===== config.mk =====
export PLATFORM = sky130hd
export DESIGN_NAME = rtd_front
export DESIGN_NICKNAME = d
export VERILOG_FILES = /design/src/hw/rtl/rtd_pkg.sv /design/src/hw/rtl/rtd_front.sv
export SDC_FILE = /design/constraint.sdc
export NUM_CORES = 1
export LEC_CHECK = 0
export BUFFER_PORTS_ARGS = -buffer_cell sky130_fd_sc_hd__buf_4
export CAP_MARGIN = 40
export CORE_ASPECT_RATIO = 1.4
export CORE_MARGIN = 2
export CORE_UTILIZATION = 44
export CTS_CLUSTER_SIZE = 8
export DETAILED_ROUTE_END_ITERATION = 10
export PLACE_DENSITY = 0.8
export SETUP_SLACK_MARGIN = 0.3
export SYNTH_ARGS = -nofsm -noshare
export SYNTH_HDL_FRONTEND = slang
export SYNTH_SLANG_ARGS = --single-unit

===== constraint.sdc =====
create_clock -name clk -period 7.9 [get_ports clk]
set_input_delay 1.58 -clock clk [delete_from_list [all_inputs] [get_ports clk]]
set_output_delay 1.58 -clock clk [all_outputs]
set_load 0.05 [all_outputs]

===== src/hw/rtl/rtd_pkg.sv =====
// Shared types, constants and lookup functions for the route turn detector.
// Depends on nothing; every other file uses it by scoped names.
`default_nettype none
package rtd_pkg;

    localparam int CORDIC_STEPS    = 24;
    localparam int COORD_FRAC_BITS = 23;
    localparam int STEP_W          = (CORDIC_STEPS > 1) ? $clog2(CORDIC_STEPS) : 1;

    localparam int XY_W  = 36;
    localparam int Z_W   = 28;
    localparam int LEN_W = 36;
    localparam int P_W   = 60;
    localparam int SUM_W = 48;

    localparam logic [16:0] FULL_TURN = 17'd92160;
    localparam logic signed [17:0] HALF_TURN_S = 18'sd46080;
    localparam logic signed [17:0] FULL_TURN_S = 18'sd92160;
    localparam logic signed [Z_W-1:0] Z_HALF = Z_W'(180 * 65536);
    localparam logic signed [Z_W-1:0] Z_BIAS = Z_W'(360 * 65536 + 128);
    localparam logic [27:0] INV_GAIN_Q28 = 28'd163008219;
    localparam logic [SUM_W-1:0] SUM_MAX = {SUM_W{1'b1}};

    localparam logic [2:0] MAN_ARRIVE       = 3'd0;
    localparam logic [2:0] MAN_RIGHT        = 3'd1;
    localparam logic [2:0] MAN_SLIGHT_RIGHT = 3'd2;
    localparam logic [2:0] MAN_LEFT         = 3'd3;
    localparam logic [2:0] MAN_SLIGHT_LEFT  = 3'd4;

    localparam logic [1:0] REG_KM_PER_DEGREE     = 2'd0;
    localparam logic [1:0] REG_MIN_TURN_ANGLE    = 2'd1;
    localparam logic [1:0] REG_SHARP_RIGHT_ANGLE = 2'd2;
    localparam logic [1:0] REG_SHARP_LEFT_ANGLE  = 2'd3;

    typedef struct packed {
        logic signed [31:0] lng;
        logic signed [31:0] lat;
        logic               first;
        logic               last;
    } point_t;

    typedef struct packed {
        logic [23:0]        km_per_degree;
        logic [15:0]        min_turn_angle;
        logic [15:0]        sharp_right_angle;
        logic signed [16:0] sharp_left_angle;
    } cfg_t;

    function automatic logic [21:0] atan_lut(input logic [4:0] idx);
        logic [21:0] a;
        case (idx)
            5'd0:  a = 22'd2949120;
            5'd1:  a = 22'd1740967;
            5'd2:  a = 22'd919879;
            5'd3:  a = 22'd466945;
            5'd4:  a = 22'd234379;
            5'd5:  a = 22'd117304;
            5'd6:  a = 22'd58666;
            5'd7:  a = 22'd29335;
            5'd8:  a = 22'd14668;
            5'd9:  a = 22'd7334;
            5'd10: a = 22'd3667;
            5'd11: a = 22'd1833;
            5'd12: a = 22'd917;
            5'd13: a = 22'd458;
            5'd14: a = 22'd229;
            5'd15: a = 22'd115;
            5'd16: a = 22'd57;
            5'd17: a = 22'd29;
            5'd18: a = 22'd14;
            5'd19: a = 22'd7;
            5'd20: a = 22'd4;
            5'd21: a = 22'd2;
            5'd22: a = 22'd1;
            default: a = 22'd0;
        endcase
        return a;
    endfunction

endpackage
`default_nettype wire


===== src/hw/rtl/rtd_front.sv =====
// Input side: two-beat point queue in front of the segment engine.
// Depends on rtd_pkg.
`default_nettype none
module rtd_front
(
    input  wire logic            clk,
    input  wire logic            rst_n,
    input  wire logic            push,
    input  wire rtd_pkg::point_t point_in,
    output logic                 full,
    output logic                 item_valid,
    output rtd_pkg::point_t      item,
    input  wire logic            item_take
);

    rtd_pkg::point_t slot_reg [2];
    logic [1:0] count_reg;
    logic [1:0] count_next;
    logic       do_push;

    assign full       = (count_reg == 2'd2);
    assign item_valid = (count_reg != 2'd0);
    assign item       = slot_reg[0];
    assign do_push    = push && !full;

    always_comb
    begin
        count_next = count_reg;
        if (do_push && !(item_take && item_valid))
            count_next = count_reg + 2'd1;
        else if (!do_push && item_take && item_valid)
            count_next = count_reg - 2'd1;
    end

    always_ff @(posedge clk or negedge rst_n)
    begin
        if (!rst_n)
            count_reg <= 2'd0;
        else
            count_reg <= count_next;
    end

    always_ff @(posedge clk)
    begin
        if (item_take && item_valid)
        begin
            slot_reg[0] <= slot_reg[1];
            if (do_push && count_reg == 2'd1)
                slot_reg[0] <= point_in;
            if (do_push && count_reg == 2'd2)
                slot_reg[1] <= point_in;
        end
        else if (do_push)
        begin
            if (count_reg == 2'd0)
                slot_reg[0] <= point_in;
            else
                slot_reg[1] <= point_in;
        end
    end

endmodule
`default_nettype wire


==> results of run 1 <==
[stage by stage]
stage	instance area (µm²)	std cells	setup WS (ns)	utilization [%]
after floorplan	5490	296	1.15	-
after global placement	6190	513	3.75	50.5
after detailed placement	6210	514	4.32	50.7
after CTS	6790	546	4.75	55.5
after global routing	6790	546	4.68	55.5
final	6790	546	4.79	55.5
[placed cells by master, fill, tap and decap left out, types with 4 or more instances in the layout]
master / instances
buf_4: 140
clkbuf_16: 17
clkinv_1: 4
edfxtp_1: 132
ha_1: 5
mux2_1: 40
mux2_2: 26
[cells by family after synthesis]
family,Yosys count
flip-flops,134
AO/OA/AOI/OAI,4
buffers and inverters,76
AND/OR/NAND/NOR,8
adder cells (fa/ha/maj),5
XOR/XNOR,2
multiplexers,67
[final cells by class]
cell class / instances / area share (%)
Inverter: 3 / 0.166
Multi-Input combinational cell: 86 / 13.7
Tap cell: 150 / 2.76
Timing Repair Buffer: 141 / 15.7
Clock buffer: 17 / 6.26
Sequential cell: 134 / 59.1
Clock inverter: 15 / 2.38
[worst max-delay path, delay by kind of cell]
kind | cells | cell delay, ns
buffers and inverters | 2 | 0.72
AO/OA/AOI/OAI | 1 | 0.31
AND/OR/NAND/NOR | 2 | 0.22
multiplexers | 1 | 0.41
[worst max path at each step]
stage          startpoint                         end  cells past startpoint
6_report        item_take   slot_reg[0][24]$_DFFE_PP_                      6
4_1_cts         item_take   slot_reg[0][24]$_DFFE_PP_                      6
2_1_floorplan   item_take  slot_reg[0][100]$_DFFE_PP_                      1
3_5_place_dp    item_take    slot_reg[0][9]$_DFFE_PP_                      6
3_3_place_gp    item_take    slot_reg[0][5]$_DFFE_PP_                      6
5_1_grt         item_take   slot_reg[0][24]$_DFFE_PP_                      6
[power by group]
part           switching [W]  total, W  internal (W)
registers          0.0000550   0.00111       0.00106
logic               0.000773   0.00111      0.000339
clock network       0.000286  0.000777      0.000491
[metal layers]
metal  vias to the layer above  global-route usage, %  part of all wire [%]
met3                        13                   5.96                   7.2
met4                         0                   5.40                   1.8
met1                      1280                   17.3                    41
met5                         -                      0                     0
li1                       1207                      -                     -
met2                       103                   23.4                    50
==> metrics, run 1 <==
Max-cap violations 0; Synth cell types 20; CP max stage cell buf_4; CP Capture Type register; hold depth 1; list of most frequent post-synthesis cells 132 x edfxtp_1, 67 x buf_4, 40 x mux2_1, 26 x mux2_2, 5 x ha_1; RePlAce Congestion 0.713; Die Width 98.4 µm; max reg flops 132; Antenna diodes 0; Top cell by count, worst path buf_4; Max Slew Vio Count 0; mapped cell area 5490 µm²; mux contribution to synthesized area 13.7%; reg2reg end slot_reg[0][24]$_DFFE_PP_; Fill cells 974; vias in the first global route 2879; Num CTS Buffers 17; CP max stage delay 0.60 ns; CTS tree built; via-per-instance ratio 4.77; Initial Util 44.8%; # DRC 0; worst reg2reg startpoint count_reg[0]$_DFFE_PN0P_; Reg2Reg Depth 7; CP required 8.05 ns; Post-synth EDFFs 132; DP HPWL 6070 µm; dominant combinational cell family by area after synthesis multiplexers; Root Driver clkbuf_16; total track usage 14.4%; Hold WC Path Type reg -> reg; yosys warns 0; Adder-Cell Fraction of Synth Area 1.14%; Hold Startpoint slot_reg[0][94]$_DFFE_PP_; endpoints failing setup 0; clk_lat worst skew 0.40 ns; Worst Path Arrival 3.26 ns; Worst Tran Pin Value 0.869 ns; Setup crit start kind primary input; nets 458; Yosys top cell area share 72.2%; mean routed wirelength per cell 17.3 µm; DRT antenna net count 0; pin count of the biggest net entering global routing 67; storage element area 4010 µm²; post-synthesis compound-gate area fraction 0.570%; FF-to-FF setup slack 5.16 ns; clock buffer depth 2; area leader, netlist edfxtp_1; Port Buffers 137; Hold EP slot_reg[0][28]$_DFFE_PP_; vias post-DR 2603; Synth Flop Type edfxtp_1; final WL 9420 µm; share of post-route cells with drive strength above 1 50.0%; simple-gate share of the synthesized area 0.797%; RSZ-0062 raised after global routing false; area of the multi-input gates 928 µm²; xor/xnor share of the synthesized area 0.319%; status finished, final reports clean; total gr overflow 0; Mapped Cells 296; number of hold buffers added after cts 0; setup_tns 0 ns; drt pass-1 iters 4; Top Ports 138; DR iter-0 viols 81; post-synthesis sequential element count 134; Die Height 136 µm; Slew headroom 42.1%; Resized cells post-CTS 0; Lkg Pwr 2.58 nW; worst vdd ir 308 µV; post-synthesis sequential area ratio 73.1%; CP Cell Sequence buf_4 -> nand2b_1 -> nor2_1 -> a211oi_4 -> buf_4 -> mux2_2; Area Growth Syn to Fin 23.7%; Fmax 321 MHz; core area 12300 µm²; most frequent cell after synthesis edfxtp_1; Mean Syn Cell Area 18.6 µm²; die area 13400 µm²; minimum clock period 3.11 ns; Cell Rows 48; synth top area cells edfxtp_1 72%, buf_4 9.2%, mux2_1 8.2%, mux2_2 5.3%, ha_1 1.1%; Setup Skew 0.00534 ns; # clock sinks 134; Crit Path Category in -> reg; initial antenna violation count 0; Worst-path clk slew 0.06 ns; worst hold slack 0.519 ns; Final Hold Viols 0; Tot Pwr 0.00300 W; syn nets 371; async set or reset register ratio after synthesis 1.49%; H-tree Lvls 4; Post-CTS Setup Inserts 0; PwrDens 442 nW/µm²; Crit Path Max Fanout 47; global-route wire length before repair 14600 µm; part of the cycle the worst path needs 39.4%
(Power assumes the default switching activity.)
==> run 2: changes to the inputs <==
Settings changed: PLACE_DENSITY 0.8 to 0.83.
Clock period 7.9 ns to 2.7 ns, I/O delays scaled along.
==> metrics, run 2 (synthesis results as in run 1) <==
clk_lat worst skew 0.40 ns; Worst Path Arrival 2.37 ns; initial antenna violation count 0; Initial Util 44.8%; met1 Track Usage GR 18.0%; final WL 9850 µm; Setup crit start kind register; minimum clock period 2.23 ns; leading cell type in the layout, fill and taps excluded buf_4; final design instance area without fill 6920 µm²; Buf/Inv on CP 3; H-tree Lvls 4; worst vdd ir 911 µV; Num CTS Buffers 17; CP max stage delay 0.43 ns; Worst-path clk slew 0.06 ns; Placement Setup Slack 0.304 ns; Top Ports 138; drt pass-1 iters 4; nets 463; global-route wire length before repair 14800 µm; Final Worst Setup Slack 0.472 ns; pin count of the biggest net entering global routing 41; # clock sinks 134; endpoints failing setup 0; total gr overflow 0; vias post-DR 2684; most frequent cells in the layout 141 x buf_4, 132 x edfxtp_1, 40 x mux2_1; max reg flops 132; CP Cell Sequence inv_1 -> ha_2 -> nand2b_1 -> nor2_1 -> a211oi_4 -> buf_4 -> clkbuf_16 -> mux2_1; Die Height 136 µm; CP Capture Type register; core area 12300 µm²; Slew headroom 67.4%; Crit Path Max Fanout 20; Lkg Pwr 2.62 nW; Fill cells 967; Fmax 449 MHz; Max Slew Vio Count 0; Root Driver clkbuf_16; area of the multi-input gates 957 µm²; Port Buffers 137; share of post-route cells with drive strength above 1 52.1%; M3 GR Usage 4.32%; Crit Path Category reg -> reg; met2 Resource Use GR 24.3%; status finished, final reports clean; CP delay by family, top buffers and inverters; Worst Tran Pin Value 0.489 ns; vias in the first global route 2819; mean routed wirelength per cell 17.9 µm; DP Area 6280 µm²; Setup Skew 0.00511 ns; CTS tree built; Area Growth Syn to Fin 26.0%; CP max stage cell dfrtp_1; Antenna diodes 0; part of the cycle the worst path needs 82.5%; Die Width 98.4 µm; Final Hold Viols 0; PwrDens 1300 nW/µm²; RSZ-0062 raised after global routing false; Hold WC Path Type in -> reg; Max-cap violations 0; grt peak-use layer met2; DRT antenna net count 0; via-per-instance ratio 4.87; Cell Rows 48; DR iter-0 viols 106; die area 13400 µm²; total track usage 14.6%; CP required 2.84 ns; DP HPWL 6450 µm; RePlAce Congestion 0.699; # DRC 0; clock buffer depth 2; storage element area 4010 µm²
## run 2: cell count changes in the layout (fill, tap and decap cells not counted), sizes merged
cell | previous run | this run
clkinv | 9 | 3
inv | 4 | 10
buf | 141 | 144
bufinv | 3 | 2
clkbuf | 17 | 18
clkinvlp | 2 | 3
dlygate4sd3 | 0 | 1
## run 2: final cells by class
type / count / share of cell area, %
inverter: 3 / 0.163
sequential: 134 / 58.0
clock inverter: 15 / 2.46
clock buffer: 17 / 6.15
timing repair buffer: 146 / 16.7
tap: 150 / 2.71
multi-input combinational: 86 / 13.8
## run 2: layer usage
metal	vias up	wire length, µm	part of all wire [%]
met3	8	516	5.2
li1	1225	-	-
met4	0	119	1.2
met2	90	5220	53
met5	-	0	0
met1	1361	3990	41
## run 2: stage by stage
| step | setup TNS, ns | power (W) | utilization, % | hold slack (ns) | std cells |
|---|---|---|---|---|---|
| final | 0 | 0.00898 | 56.5 | 0.320 | 551 |
| after global routing | 0 | 0.00934 | 56.5 | 0.302 | 551 |
| after CTS | 0 | 0.00902 | 56.2 | 0.299 | 549 |
| after detailed placement | 0 | 0.00670 | 51.2 | 0.326 | 516 |
| after global placement | 0 | 0.00660 | 51.2 | 0.322 | 516 |
| after floorplan | -5.09 | 0.00615 | - | 0.244 | 296 |
## run 2: where the power goes
part | leakage [nW] | switching [W] | internal, W
logic | 1.07 | 0.00232 | 0.00111
registers | 1.27 | 0.000167 | 0.00308
clock network | 0.283 | 0.000907 | 0.00139
## run 2: path summary, 6_finish.rpt
check / from / endpoint / slack (ns) / cells after the start
min reg2reg: slot_reg[0][114]$_DFFE_PP_ / slot_reg[0][48]$_DFFE_PP_ / 0.53 / 1
max in group asynchronous: rst_n / count_reg[0]$_DFFE_PN0P_ / 2.15 / 2
max reg2reg: count_reg[1]$_DFFE_PN0P_ / slot_reg[0][37]$_DFFE_PP_ / 0.47 / 8
min in group asynchronous: rst_n / count_reg[1]$_DFFE_PN0P_ / 0.46 / 2
min: point_in[17] / slot_reg[0][83]$_DFFE_PP_ / 0.32 / 1
max: count_reg[1]$_DFFE_PN0P_ / slot_reg[0][37]$_DFFE_PP_ / 0.47 / 8
## run 2: what timing repair did
action	CTS	global route
setup buffers	0	1
hold buffers	1	0
endpoints found under the hold margin	2	0
pin swaps	0	1
cloned	0	1
resized for setup	0	1
setup endpoints to repair	1	66
==> run 3: changes to the inputs <==
Settings changed: PLACE_DENSITY 0.83 to 0.8.
Clock period 2.7 ns to 2.3 ns, I/O delays scaled along.
==> metrics, run 3 (synthesis results as in run 1) <==
Tot Pwr 0.0112 W; Fmax 491 MHz; Worst Tran Pin Value 0.442 ns; PwrDens 1540 nW/µm²; Psw 0.00407 W; Initial Util 44.8%; mean routed wirelength per cell 18.5 µm; Final Hold Viols 0; Clock Power Share 23.8%; die area 13400 µm²; final WL 10500 µm; DP HPWL 6560 µm; pin count of the biggest net entering global routing 36; placed insts 517; Die Width 98.4 µm; Top Ports 138; DR iter-0 viols 82; Setup Skew 0.00699 ns; global-route wire length before repair 15500 µm; worst vdd ir 744 µV; part of the power in registers 34.1%; worst hold slack 0.239 ns; vias post-DR 2760; drt pass-1 iters 4; Crit Path Category reg -> reg; Die Height 136 µm; DRT antenna net count 0; clock buffer depth 2; CP max stage delay 0.41 ns; DP Area 6310 µm²; H-tree Lvls 4; leading cell type in the layout, fill and taps excluded buf_4; Lkg Pwr 2.84 nW; storage element area 4010 µm²; max reg flops 132; Root Driver clkbuf_16; Hold WC Path Type in -> reg; CP Capture Type register; most frequent cells in the layout 151 x buf_4, 132 x edfxtp_1, 25 x mux2_4; endpoints failing setup 0; initial antenna violation count 0; Crit Path Max Fanout 8; Cell Rows 48; total gr overflow 0; Fill cells 931; Slew headroom 70.5%; Sw Share 36.4%; Non-Filler Instances 569; nets 481; vias in the first global route 2951; CP Cell Sequence inv_4 -> ha_4 -> nand2b_4 -> nor2_2 -> a211oi_4 -> buf_6 -> clkbuf_16 -> mux2_4; Max-cap violations 0; Worst-path clk slew 0.06 ns; via-per-instance ratio 4.85; final design instance area without fill 7290 µm²; Port Buffers 137; Num CTS Buffers 17; minimum clock period 2.04 ns; CP max stage cell dfrtp_1; combinational power share 42.1%; part of the cycle the worst path needs 88.6%; Area Growth Syn to Fin 32.7%; share of post-route cells with drive strength above 1 59.4%; core area 12300 µm²; Worst Path Arrival 2.19 ns; total track usage 15.4%; Max Slew Vio Count 0; status finished, final reports clean; Antenna diodes 0; area of the multi-input gates 1090 µm²; RePlAce Congestion 0.731; Setup crit start kind register; clk_lat worst skew 0.40 ns; internal power 0.00712 W; # clock sinks 134; # DRC 0; CTS tree built; CP required 2.45 ns; RSZ-0062 raised after global routing true
[run 3: layout make-up]
cell class | instances | share of cell area [%]
sequential | 134 | 55.1
timing repair buffer | 164 | 19.2
multi-input combinational | 86 | 14.9
clock buffer | 18 | 5.89
tap | 150 | 2.58
clock inverter | 14 | 2.15
inverter | 3 | 0.189
[run 3: final timing paths]
check,from,slack [ns],to,depth (start not counted)
worst max-delay path,count_reg[0]$_DFFE_PN0P_,0.26,slot_reg[0][45]$_DFFE_PP_,8
worst min-delay path,point_in[12],0.24,slot_reg[0][78]$_DFFE_PP_,1
worst max register to register,count_reg[0]$_DFFE_PN0P_,0.26,slot_reg[0][45]$_DFFE_PP_,8
worst min register to register,slot_reg[0][105]$_DFFE_PP_,0.53,slot_reg[0][39]$_DFFE_PP_,1
max in group asynchronous,rst_n,1.83,count_reg[0]$_DFFE_PN0P_,2
min in group asynchronous,rst_n,0.39,count_reg[1]$_DFFE_PN0P_,2
[run 3: timing repair]
| action | in CTS | in global routing |
|---|---|---|
| hold buffers | 1 | 0 |
| gates cloned | 3 | 2 |
| hold endpoints to repair | 2 | 0 |
| setup endpoints to repair | 67 | 117 |
| resized for setup | 19 | 19 |
| buffers inserted | 7 | 7 |
| pin swaps | 1 | 3 |
[run 3: power by group through the flow]
stage                     Combinational [W]  Clock [W]  Sequential [W]
final                               0.00471    0.00266         0.00382
after floorplan                     0.00344          0         0.00379
after global routing                0.00493    0.00282         0.00388
after detailed placement            0.00404          0         0.00388
after CTS                           0.00444    0.00273         0.00383
after global placement              0.00397          0         0.00384
[run 3: stage by stage]
step	setup slack [ns]	setup TNS [ns]	util [%]
finish	0.263	0	59.5
global route	0.188	0	59.5
CTS	0.267	0	58.1
detailed placement	0.0474	0	51.5
global placement	0.149	0	51.5
floorplan	-0.477	-31.49	-
[run 3: routing by layer]
| metal | routed length, µm | up-vias | share of wire (%) | track usage (%) |
|---|---|---|---|---|
| met1 | 3940 | 1386 | 37 | 17.8 |
| met3 | 688 | 12 | 6.5 | 5.35 |
| li1 | - | 1264 | - | - |
| met4 | 118 | 0 | 1.1 | 5.25 |
| met2 | 5770 | 98 | 55 | 26.8 |
| met5 | 0 | - | 0 | 0 |
[run 3: worst max-delay path: cells and delay by family (launching register included)]
kind                       cells  cell delay, ns
muxes                          1            0.30
adders and majority gates      1            0.14
buffers and inverters          3            0.51
DFF                            1            0.41
and+or+nand+nor                2            0.18
AOI/OAI and AO/OA              1            0.24
